File: src/sv/oaac_pkg.sv
package oaac_pkg;
    localparam int DEF_TABLE_SIZE = 1024;
    localparam logic [63:0] MIX_MULT = 64'hff51afd7ed558ccd;

    typedef enum logic [1:0] {
        OP_GET    = 2'd0,
        OP_PUT    = 2'd1,
        OP_FORGET = 2'd2,
        OP_NONE   = 2'd3
    } t_op;

    localparam logic [1:0] ST_OK     = 2'd0;
    localparam logic [1:0] ST_FULL   = 2'd1;
    localparam logic [1:0] ST_BADKEY = 2'd2;

    localparam logic [1:0] MARK_EMPTY = 2'd0;
    localparam logic [1:0] MARK_LIVE  = 2'd1;
    localparam logic [1:0] MARK_TOMB  = 2'd2;

    // controller -> datapath
    typedef struct packed {
        logic load;       // capture request, first shift-xor
        logic mix_a;      // low 32x32 partial product
        logic mix_b;      // cross partial products into the upper word
        logic mix_c;      // final shift-xor, set probe index
        logic rd;         // issue slot read
        logic step;       // examine read data, advance index
        logic wr_put;     // write new / updated slot
        logic wr_tomb;    // turn hit slot into tombstone
        logic clr;        // clearing pass write
    } t_cmd;

    // datapath -> controller
    typedef struct packed {
        logic [1:0] op;
        logic       key_zero;
        logic       val_zero;
        logic       hit;      // live match in read data
        logic       empty;    // empty slot in read data
        logic       last;     // probe has covered the whole table
        logic       has_free;
        logic       full;     // used+1 threshold
        logic       clr_last;
    } t_sts;
endpackage

File: src/sv/oaac_ctrl.sv
module oaac_ctrl
    import oaac_pkg::*;
(
    input  logic        i_clk,
    input  logic        i_rst_n,
    input  logic        i_req_valid,
    output logic        o_req_ready,
    output logic        o_rsp_valid,
    input  logic        i_rsp_ready,
    output logic        o_found,
    output logic [1:0]  o_status,
    output logic        o_take_val,
    input  t_sts        i_sts,
    output t_cmd        o_cmd
);
    typedef enum logic [3:0] {
        S_CLEAR, S_IDLE, S_MIX_A, S_MIX_B, S_MIX_C, S_READ, S_WAIT, S_CHECK, S_RESP
    } t_state;

    t_state     r_state, n_state;
    logic       r_rsp_valid, n_rsp_valid;
    logic       r_found, n_found;
    logic [1:0] r_status, n_status;
    logic       r_take_val, n_take_val;

    logic accept;
    assign accept      = i_req_valid && o_req_ready;
    assign o_req_ready = (r_state == S_IDLE) && !r_rsp_valid;
    // a finished request may still be held while the next one waits

    always_comb begin
        n_state     = r_state;
        n_rsp_valid = r_rsp_valid && !i_rsp_ready;
        n_found     = r_found;
        n_status    = r_status;
        n_take_val  = r_take_val;
        o_cmd       = '0;
        case (r_state)
            S_CLEAR: begin
                o_cmd.clr = 1'b1;
                if (i_sts.clr_last) n_state = S_IDLE;
            end
            S_IDLE: begin
                if (accept) begin
                    o_cmd.load = 1'b1;
                    n_state    = S_MIX_A;
                end
            end
            S_MIX_A: begin
                o_cmd.mix_a = 1'b1;
                n_state     = S_MIX_B;
            end
            S_MIX_B: begin
                o_cmd.mix_b = 1'b1;
                n_state     = S_MIX_C;
            end
            S_MIX_C: begin
                o_cmd.mix_c = 1'b1;
                n_found     = 1'b0;
                n_take_val  = 1'b0;
                n_status    = ST_OK;
                if (i_sts.op == OP_NONE) begin
                    n_state = S_RESP;
                end else if (i_sts.key_zero) begin
                    n_status = ST_BADKEY;
                    n_state  = S_RESP;
                end else begin
                    n_state = S_READ;
                end
            end
            S_READ: begin
                o_cmd.rd = 1'b1;
                n_state  = S_CHECK;
            end
            S_CHECK: begin
                o_cmd.step = 1'b1;
                n_state    = S_RESP;
                if (i_sts.hit) begin
                    if (i_sts.op == OP_GET) begin
                        n_found    = 1'b1;
                        n_take_val = 1'b1;
                    end else if (i_sts.op == OP_FORGET || i_sts.val_zero) begin
                        o_cmd.wr_tomb = 1'b1;
                    end else begin
                        o_cmd.wr_put = 1'b1;
                    end
                end else if (i_sts.empty || i_sts.last) begin
                    if (i_sts.op == OP_PUT && !i_sts.val_zero) begin
                        if (i_sts.full || !i_sts.has_free) n_status = ST_FULL;
                        else o_cmd.wr_put = 1'b1;
                    end
                end else begin
                    n_state = S_READ;
                end
            end
            S_RESP: begin
                n_rsp_valid = 1'b1;
                n_state     = S_IDLE;
            end
            default: n_state = S_IDLE;
        endcase
    end

    always_ff @(posedge i_clk) begin
        if (!i_rst_n) begin
            r_state     <= S_CLEAR;
            r_rsp_valid <= 1'b0;
            r_found     <= 1'b0;
            r_status    <= ST_OK;
            r_take_val  <= 1'b0;
        end else begin
            r_state     <= n_state;
            r_rsp_valid <= n_rsp_valid;
            r_found     <= n_found;
            r_status    <= n_status;
            r_take_val  <= n_take_val;
        end
    end

    assign o_rsp_valid = r_rsp_valid;
    assign o_found     = r_found;
    assign o_status    = r_status;
    assign o_take_val  = r_take_val;

    a_no_accept_in_clear: assert property (@(posedge i_clk) disable iff (!i_rst_n)
        (r_state == S_CLEAR) |-> !o_req_ready) else $error("accept during clear");
    a_found_ok: assert property (@(posedge i_clk) disable iff (!i_rst_n)
        o_rsp_valid && o_found |-> o_status == ST_OK) else $error("found with bad status");
    a_one_wr: assert property (@(posedge i_clk) disable iff (!i_rst_n)
        !(o_cmd.wr_put && o_cmd.wr_tomb)) else $error("double write");
    a_rsp_hold: assert property (@(posedge i_clk) disable iff (!i_rst_n)
        o_rsp_valid && !i_rsp_ready |=> o_rsp_valid) else $error("response dropped");
endmodule
File: config.mk
export PLATFORM = sky130hd
export DESIGN_NAME = oaac_ctrl
export DESIGN_NICKNAME = d
export VERILOG_FILES = /design/src/sv/oaac_pkg.sv /design/src/sv/oaac_ctrl.sv
export SDC_FILE = /design/constraint.sdc
export NUM_CORES = 1
export LEC_CHECK = 0
export BUFFER_PORTS_ARGS = -buffer_cell sky130_fd_sc_hd__buf_2
export CAP_MARGIN = 30
export CORE_AREA = 2 2 39 41
export CTS_BUF_LIST = sky130_fd_sc_hd__clkbuf_8
export CTS_CLUSTER_SIZE = 14
export DETAILED_ROUTE_END_ITERATION = 6
export DIE_AREA = 0 0 41 43
export PLACE_DENSITY = 0.76
export SKIP_LAST_GASP = 1
export SLEW_MARGIN = 20
export SYNTH_ARGS = -nofsm -noshare
export SYNTH_HDL_FRONTEND = slang
export SYNTH_SLANG_ARGS = --single-unit
File: constraint.sdc
create_clock -name i_clk -period 2.46 [get_ports i_clk]
set_input_delay 0.123 -clock i_clk [delete_from_list [all_inputs] [get_ports i_clk]]
set_output_delay 0.123 -clock i_clk [all_outputs]
set_load 0.05 [all_outputs]
==> flow_summary.ini, run 1 <==
[outcome]
status = completed

[synth]
syn-num-nets = 86
synth.yosys.seq_area_share = 0.288
synthCells = 72
synth_seq_cells = 8
synth_area_per_cell_um2 = 7.73
ys_types = 30
netlist_area_um2 = 557
yosysWarnings = 0

[power]
p_per_area_mw_per_mm2 = 565
p_total_uw = 409
seqPwrFrac = 0.361
p_int_uw = 275
p_leak_nw = 0.385
peakVddDrop_uv = 260
p_clk_frac = 0.380
combPwrFrac = 0.260
switching_share = 0.328
p_sw_uw = 134

[layout]
finalInstanceArea_um2 = 724
drive_gt1_frac = 0.351
diodes = 0
final_cells = 113
post-route-util = 0.524
area_growth_pct = 30.1
nets = 113

[critical_path]
slowest_delay_ps = 500
cp_cell_sequence = and4b_2 -> nand3b_4 -> nor2_1 -> buf_2
worst_ep_arrival_time_ps = 1530
crit_path_top_delay_cell = dfxtp_1
critPathCaptureType = primary output
startpoint_type = flop
critPathMaxFanout = 12
path_class = reg2out
critPathRequiredTime_ps = 2340

[route]
postRouteWirelength_um = 1280
ant_nets = 0
dr.pass1.iters = 4
drcViolationCount = 0
vias = 577
initialDrtViolationCount = 13
routedWlPerCell_um = 11.4
vias_per_cell = 5.11

[min_path]
hold_class = in2reg

[clock_network]
cts.sink_count = 8
cts_root_buf = clkbuf_8
cts_inserted_buffers = 3
clkTransAtPathRegs_ps = 40
cts_setup_buffers = 0
h-tree-depth = 1
cts_resized = 0
cts_tree = done
cts_buffer_depth = 2
ctsHoldBuffers = 0
clk_latency_ps = 230

[global_routing]
grt_util_all_layers = 0.170
grt_pass1_vias = 484
grt_pass1_wl_um = 2010
grt_max_degree = 13
gr-total-overflow = 0
grt_antenna_before_repair = 0

[flow_run]
cap_violations = 0

[floorplanning]
coreArea_mm2 = 0.00138
die-area_mm2 = 0.00176
die_w_um = 41
io_pins = 29
rows = 14
initial_core_util = 0.402
dieHeight_um = 43

[timing]
finalHoldViolCount = 0
slew_headroom = 0.786
finalHoldWorstSlack_ps = 159
fmax_mhz = 604
slew_violations = 0
fin_crit_sh = 0.673
tns_ps = 0
worst_pin_slew_ps = 321
finalCriticalPeriod_ps = 1660
setup_viol = 0
rsz0062_at_grt = no
fin_ws_ps = 804
fin_skew_ps = 5.50

[place]
dp_hpwl_um = 996
port_buffers = 28
routabilityCongestion = 0.767
placed_area_um2 = 683
post-place-ws_ps = 1010
dp.cells = 110
[Yosys cell counts]
cell / number / area share
nor2_1: 9 / 0.061
dfxtp_1: 8 / 0.29
nand2b_1: 5 / 0.056
o21ai_0: 5 / 0.045
inv_1: 4 / 0.027
nand2_1: 4 / 0.027
a21oi_1: 3 / 0.027
buf_4: 3 / 0.040
nor2b_1: 3 / 0.034
nor3_1: 3 / 0.027
a31oi_1: 2 / 0.022
clkbuf_1: 2 / 0.013
nor4b_1: 2 / 0.031
o21a_1: 2 / 0.027
o22ai_1: 2 / 0.022
and2_0: 1 / 0.011
and2_1: 1 / 0.011
and3_1: 1 / 0.011
and3b_1: 1 / 0.016
and4_1: 1 / 0.016
and4b_2: 1 / 0.020
buf_1: 1 / 0.0067
mux2i_1: 1 / 0.018
nand3_1: 1 / 0.0090
nand3b_1: 1 / 0.013
nand3b_4: 1 / 0.036
nand4_1: 1 / 0.011
nor4_1: 1 / 0.011
nor4b_4: 1 / 0.043
o211a_1: 1 / 0.018
[registers in the layout, summed over array words and instances, names as in the netlist]
signal	cells
o_rsp_valid	1
o_status	2
o_take_val	1
r_state	4
[final timing paths]
kind,endpoint,cells after the start,slack (ps),start
worst max-delay path,o_cmd[2],4,800,r_state[2]$_SDFFE_PN0P_
worst min-delay path,o_status[1]$_SDFFE_PN0P_,3,160,i_sts[7]
worst max register to register,o_status[1]$_SDFFE_PN0P_,4,1010,r_state[2]$_SDFFE_PN0P_
worst min register to register,o_status[1]$_SDFFE_PN0P_,2,480,o_status[1]$_SDFFE_PN0P_
[metal layers]
layer  wire [um]  global-route usage  share of wire  up-vias
met5           0                   0              0        -
met1         561               0.208           0.44      254
met2         622               0.253           0.48       18
li1            -                   -              -      303
met3          87              0.0628          0.068        2
met4          12              0.0800         0.0094        0
[power groups by stage]
stage               Sequential (mW)  Combinational, mW  Clock (mW)
floorplan                     0.141             0.0864           0
global placement              0.149              0.106           0
detailed placement            0.150              0.107           0
CTS                           0.147              0.107       0.161
global route                  0.149              0.115       0.170
finish                        0.148              0.106       0.155
[final cells by class]
| cell class | instances | area, um2 |
|---|---|---|
| Fill cell | 150 | 659 |
| Multi-Input combinational cell | 54 | 348 |
| Sequential cell | 8 | 160 |
| Timing Repair Buffer | 28 | 140 |
| Clock buffer | 3 | 41.3 |
| Tap cell | 16 | 20.0 |
| Inverter | 4 | 15.0 |
[cell usage in the layout (no fill, tap or decap), types with 2 or more instances in the layout]
master,Yosys,final
a21oi_1,3,3
a31oi_1,2,2
buf_2,0,28
clkbuf_8,0,3
dfxtp_1,8,8
inv_1,4,4
nand2_1,4,4
nand2b_1,5,5
nor2_1,9,9
nor2b_1,3,3
nor3_1,3,3
nor4b_1,2,2
o21a_1,2,2
o21ai_0,5,5
o22ai_1,2,2
[cells by family after synthesis]
kind of cell           count (synthesis)  share of synthesized area
flip-flops                             8                      0.288
AND/OR/NAND/NOR                       38                      0.445
buffers and inverters                 10                     0.0876
AO/OA/AOI/OAI                         15                      0.162
multiplexers                           1                     0.0180
[worst max-delay path: cells and delay by family (launching register included)]
| kind | cells | cell delay, ps |
|---|---|---|
| simple gates | 3 | 550 |
| flops | 1 | 500 |
| buf+inv | 1 | 260 |
(Power assumes the default switching activity.)
==> inputs of run 2 (changes only) <==
==> constraint.sdc (replaced) <==
create_clock -name i_clk -period 1.6 [get_ports i_clk]
set_input_delay 0.08 -clock i_clk [delete_from_list [all_inputs] [get_ports i_clk]]
set_output_delay 0.08 -clock i_clk [all_outputs]
set_load 0.05 [all_outputs]
==> run 2 against run 1 <==
  * Global-route usage is 1.2 points higher
  * Critical path type unchanged
  * Critical path depth stayed put
  * First-iteration DRC count stayed put
  * Sequential share of layout area is 0.86 points lower
  * Highest routed layer unchanged
  * Worst setup slack worse by 750 ps
  * Largest power group unchanged
  * Sequential cell count stayed put
  * Cell area is 4.8% higher
==> flow_summary.ini, run 2 (synthesis results as in run 1) <==
[route]
dr.pass1.iters = 4
drcViolationCount = 0
vias_per_cell = 5.39
routedWlPerCell_um = 12.2
ant_nets = 0
initialDrtViolationCount = 13
postRouteWirelength_um = 1400
vias = 620

[clock_network]
cts_buffer_depth = 2
h-tree-depth = 1
cts.sink_count = 8
cts_setup_buffers = 0
clk_latency_ps = 230
clkTransAtPathRegs_ps = 40
cts_root_buf = clkbuf_8
cts_inserted_buffers = 3
cts_tree = done

[power]
p_leak_nw = 0.400
p_per_area_mw_per_mm2 = 851
peakVddDrop_uv = 574

[critical_path]
worst_ep_arrival_time_ps = 1460
slowest_delay_ps = 350
critPathRequiredTime_ps = 1520
cpLargestDelayFamily = simple AND/OR/NAND/NOR gates
critPathMaxFanout = 7
startpoint_type = flop
cp_cell_sequence = buf_4 -> nor2_1 -> and4_1 -> clkbuf_4
critPathCaptureType = primary output
worst-path-stages = 4
path_class = reg2out
crit_path_top_delay_cell = dfxtp_1
cp_num_buf_inv = 2
rr_worst_depth = 4

[timing]
fmax_mhz = 649
rsz0062_at_grt = yes
fin_skew_ps = 4.19
slew_headroom = 0.749
fin_ws_ps = 58.9
finalHoldViolCount = 0
finalHoldWorstSlack_ps = 95.8
worst_pin_slew_ps = 374
fin_crit_sh = 0.963
setup_viol = 0
slew_violations = 0
finalCriticalPeriod_ps = 1540

[layout]
diodes = 0
final_cell_mix = 25 x buf_2, 9 x nor2_1, 7 x dfxtp_1, 5 x nand2b_1, 5 x o21ai_0
largest_register_ffs = 4
nets = 115
final_common_cell = buf_2
regMostFlops = r_state
area_growth_pct = 36.4
drive_gt1_frac = 0.394
fillCellCount = 131

[floorplanning]
rows = 14
die_w_um = 41
dieHeight_um = 43
die-area_mm2 = 0.00176
coreArea_mm2 = 0.00138
io_pins = 29
initial_core_util = 0.402

[place]
port_buffers = 28
routabilityCongestion = 0.744
dp_hpwl_um = 1060
post-place-ws_ps = 210

[global_routing]
grt_util_all_layers = 0.182
grt_pass1_vias = 530
grt_pass1_wl_um = 2150
grt_max_degree = 11
grt_antenna_before_repair = 0
gr-total-overflow = 0

[flow_run]
cap_violations = 0

[outcome]
status = completed

[min_path]
hold_class = in2reg
holdPathStages = 3
## run 2: changes by cell type in the layout (fill, tap and decap cells not counted)
cell	delta
nor3_2	+1
buf_2	-3
nor4_2	+1
dfxtp_2	+1
dfxtp_1	-1
clkbuf_4	+2
buf_4	+3
nor3_1	-1
nor4_1	-1
## run 2: layout make-up
cell class | instances | area (um2) | share of cell area
flip-flops and latches | 8 | 161 | 0.213
inverters | 4 | 15.0 | 0.0198
multi-input cells | 54 | 359 | 0.473
clock buffers | 3 | 41.3 | 0.0544
repair buffers | 30 | 163 | 0.214
well taps | 16 | 20.0 | 0.0264
## run 2: metrics by stage
step | cells | power, mW | TNS [ps] | util | cell area (um2)
2_1_floorplan | 72 | 0.352 | -0.745 | - | 568
3_3_place_gp | 112 | 0.403 | 0 | 0.513 | 709
3_5_place_dp | 112 | 0.405 | 0 | 0.513 | 709
4_1_cts | 115 | 0.651 | 0 | 0.542 | 751
5_1_grt | 115 | 0.685 | -24.0 | 0.549 | 759
6_report | 115 | 0.646 | 0 | 0.549 | 759
## run 2: path summary, 6_finish.rpt
path                                  from                       end  slack (ps)
hold / removal                    i_sts[7]  o_status[1]$_SDFFE_PN0P_         100
hold reg to reg   o_status[1]$_SDFFE_PN0P_  o_status[1]$_SDFFE_PN0P_         480
setup reg to reg   r_state[3]$_SDFFE_PN0P_  o_status[1]$_SDFFE_PN0P_         250
setup / recovery   r_state[2]$_SDFFE_PN0P_                  o_cmd[8]          60
## run 2: metal layers
layer / GRT usage / part of all wire / vias up / routed length (um)
met5: 0 / 0 / - / 0
met4: 0.0867 / 0.0079 / 0 / 11
met3: 0.0838 / 0.065 / 2 / 91
met2: 0.263 / 0.51 / 19 / 718
met1: 0.220 / 0.41 / 291 / 577
li1: - / - / 308 / -
## run 2: what timing repair did
action | CTS | global route
setup endpoints to repair | 0 | 4
endpoints found under the hold margin | 0 | 0
hold buffers | 0 | 0
gates resized for setup | 0 | 5
## run 2: worst register-to-register path, delay by kind of cell, from the launching register on
kind	cells	cell delay, ps
compound gates	1	110
simple gates	3	740
flops	1	380
## run 2: report_power, final
part | leakage, nW | switching, mW | internal, mW
Clock | 0.0216 | 0.0777 | 0.163
Combinational | 0.314 | 0.126 | 0.0605
Sequential | 0.0653 | 0.00983 | 0.209
==> inputs of run 3 (changes only) <==
--- a/config.mk
+++ b/config.mk
@@ -7,14 +7,16 @@
 export LEC_CHECK = 0
 export BUFFER_PORTS_ARGS = -buffer_cell sky130_fd_sc_hd__buf_2
 export CAP_MARGIN = 30
-export CORE_AREA = 2 2 39 41
+export CORE_MARGIN = 2
+export CORE_UTILIZATION = 41
 export CTS_BUF_LIST = sky130_fd_sc_hd__clkbuf_8
 export CTS_CLUSTER_SIZE = 14
 export DETAILED_ROUTE_END_ITERATION = 6
-export DIE_AREA = 0 0 41 43
-export PLACE_DENSITY = 0.76
+export PLACE_DENSITY = 0.78
+export REMOVE_ABC_BUFFERS = 1
 export SKIP_LAST_GASP = 1
 export SLEW_MARGIN = 20
 export SYNTH_ARGS = -nofsm -noshare
 export SYNTH_HDL_FRONTEND = slang
 export SYNTH_SLANG_ARGS = --single-unit
+export TNS_END_PERCENT = 5
==> constraint.sdc (replaced) <==
create_clock -name i_clk -period 1.4 [get_ports i_clk]
set_input_delay 0.07 -clock i_clk [delete_from_list [all_inputs] [get_ports i_clk]]
set_output_delay 0.07 -clock i_clk [all_outputs]
set_load 0.05 [all_outputs]
==> run 3 against run 2 <==
  * The run now ends with negative setup slack left
  * Clock skew grew 4.1 ps
  * Core utilization grew 14 points
  * Die area shrank 5.3%
  * Power grew 23%
  * Highest routed layer unchanged
  * Critical path depth is the same
  * Clock power grew 19%
  * Via count shrank 0.81%
  * Worst setup slack lost 60 ps
  * Register-to-register slack lost 210 ps
  * Critical endpoint is now o_cmd[2]
  * Hold slack gained 23 ps
  * First-iteration DRC count shrank 77%
==> flow_summary.ini, run 3 (synthesis results as in run 1) <==
[outcome]
status = complete, but fails checks
failed_checks = negative setup slack

[route]
ant_nets = 0
drcViolationCount = 0
postRouteWirelength_um = 1580
routedWlPerCell_um = 13.2
dr.pass1.iters = 4
initialDrtViolationCount = 3
vias_per_cell = 5.13
vias = 615

[power]
peakVddDrop_uv = 654
p_int_uw = 522
combPwrFrac = 0.332
seqPwrFrac = 0.307
p_leak_nw = 0.445
switching_share = 0.343
p_sw_uw = 272
p_per_area_mw_per_mm2 = 898
p_total_uw = 794
p_clk_frac = 0.362

[clock_network]
cts_buffer_depth = 2
cts.sink_count = 8
clk_latency_ps = 240
cts_tree = done
cts_inserted_buffers = 3
cts_root_buf = clkbuf_8
h-tree-depth = 1
clkTransAtPathRegs_ps = 50

[timing]
fin_crit_sh = 1.00
slew_violations = 0
setup_viol = 1
finalHoldViolCount = 0
fin_ws_ps = -1.10
finalCriticalPeriod_ps = 1400
fin_skew_ps = 8.34
fmax_mhz = 714
rsz0062_at_grt = yes
slew_headroom = 0.776
worst_pin_slew_ps = 333
finalHoldWorstSlack_ps = 119

[floorplanning]
initial_core_util = 0.433
rows = 13
coreArea_mm2 = 0.00128
io_pins = 29
dieHeight_um = 40.9
die_w_um = 40.9
die-area_mm2 = 0.00167

[min_path]
hold_class = in2reg
hold_start = i_sts[7]

[global_routing]
gr-total-overflow = 0
grt_util_all_layers = 0.190
grt_max_degree = 11
grt_antenna_before_repair = 0
grt_pass1_vias = 481
grt_pass1_wl_um = 1990

[critical_path]
cpLargestDelayFamily = simple AND/OR/NAND/NOR gates
crit_path_start = r_state[3]$_SDFFE_PN0P_
path_class = reg2out
cp_cell_sequence = and4b_2 -> nand3b_4 -> nor2_4 -> buf_8
startpoint_type = flop
worst_ep_arrival_time_ps = 1330
cp_num_buf_inv = 1
critPathMaxFanout = 6
rrSetupSlack_ps = 40
slowest_delay_ps = 370
critPathRequiredTime_ps = 1330
crit-reg2reg-launch = r_state[3]$_SDFFE_PN0P_
crit_path_top_delay_cell = and4b_2
critPathCaptureType = primary output

[place]
routabilityCongestion = 0.904
dp_hpwl_um = 1100
placed_area_um2 = 712
port_buffers = 28

[layout]
final_cell_mix = 21 x buf_2, 8 x buf_4, 6 x nor2_1, 6 x dfxtp_1, 5 x o21ai_0
drive_gt1_frac = 0.495
largest_register_ffs = 4
post-route-util = 0.687
fillCellCount = 112
regMostFlops = r_state
nets = 121
finalInstanceArea_um2 = 883
diodes = 0
area_growth_pct = 58.7
final_common_cell = buf_2

[flow_run]
cap_violations = 0
## run 3: cell types whose count changed in the layout (fill, tap and decap cells not counted), moves of 2 or more
cell,change
nor2_1,-3
buf_4,+5
nand2_1,-2
buf_2,-4
nor2_2,+2
buf_6,+4
## run 3: final timing paths
path / endpoint / depth (start not counted)
setup / recovery: o_cmd[2] / 4
hold / removal: o_status[1]$_SDFFE_PN0P_ / 3
setup reg to reg: o_status[1]$_SDFFE_PN0P_ / 4
hold reg to reg: o_status[1]$_SDFFE_PN0P_ / 2
## run 3: layout make-up
| type | count | area [um2] | area share |
|---|---|---|---|
| clock buffer | 3 | 41.3 | 0.0467 |
| inverter | 4 | 17.5 | 0.0198 |
| multi-input combinational | 54 | 388 | 0.439 |
| sequential | 8 | 165 | 0.187 |
| tap | 15 | 18.8 | 0.0212 |
| timing repair buffer | 36 | 253 | 0.286 |
## run 3: stage by stage
| step | setup WS, ps | TNS (ps) | instances |
|---|---|---|---|
| 6_report | -1.10 | -1.10 | 120 |
| 5_1_grt | -60.9 | -191 | 120 |
| 4_1_cts | -50.0 | -183 | 116 |
| 3_5_place_dp | 95.7 | 0 | 113 |
| 3_3_place_gp | 139 | 0 | 113 |
| 2_1_floorplan | -716 | -2100 | 66 |
## run 3: timing repair
action,4_1_cts,5_1_grt
pin swaps,0,4
setup endpoints to repair,7,9
hold buffers,0,0
gates resized for setup,6,22
setup buffers,0,4
## run 3: worst register-to-register path, delay by kind of cell, from the launching register on
| kind | cells | cell delay, ps |
|---|---|---|
| simple gates | 3 | 760 |
| flops | 1 | 350 |
| compound gates | 1 | 120 |
## run 3: metal layers
metal  track usage  wire length (um)  vias up  part of all wire
li1              -                 -      318                 -
met1         0.235               673      268              0.43
met2         0.297               770       27              0.49
met3        0.0489               114        2             0.072
met4         0.100                21        0             0.013
met5             0                 0        -                 0
## run 3: power groups by stage
| stage | logic, mW | registers, mW | clock network, mW |
|---|---|---|---|
| final | 0.263 | 0.243 | 0.287 |
| after global routing | 0.282 | 0.245 | 0.300 |
| after CTS | 0.223 | 0.244 | 0.292 |
| after detailed placement | 0.216 | 0.248 | 0 |
| after global placement | 0.214 | 0.247 | 0 |
| after floorplan | 0.131 | 0.259 | 0 |
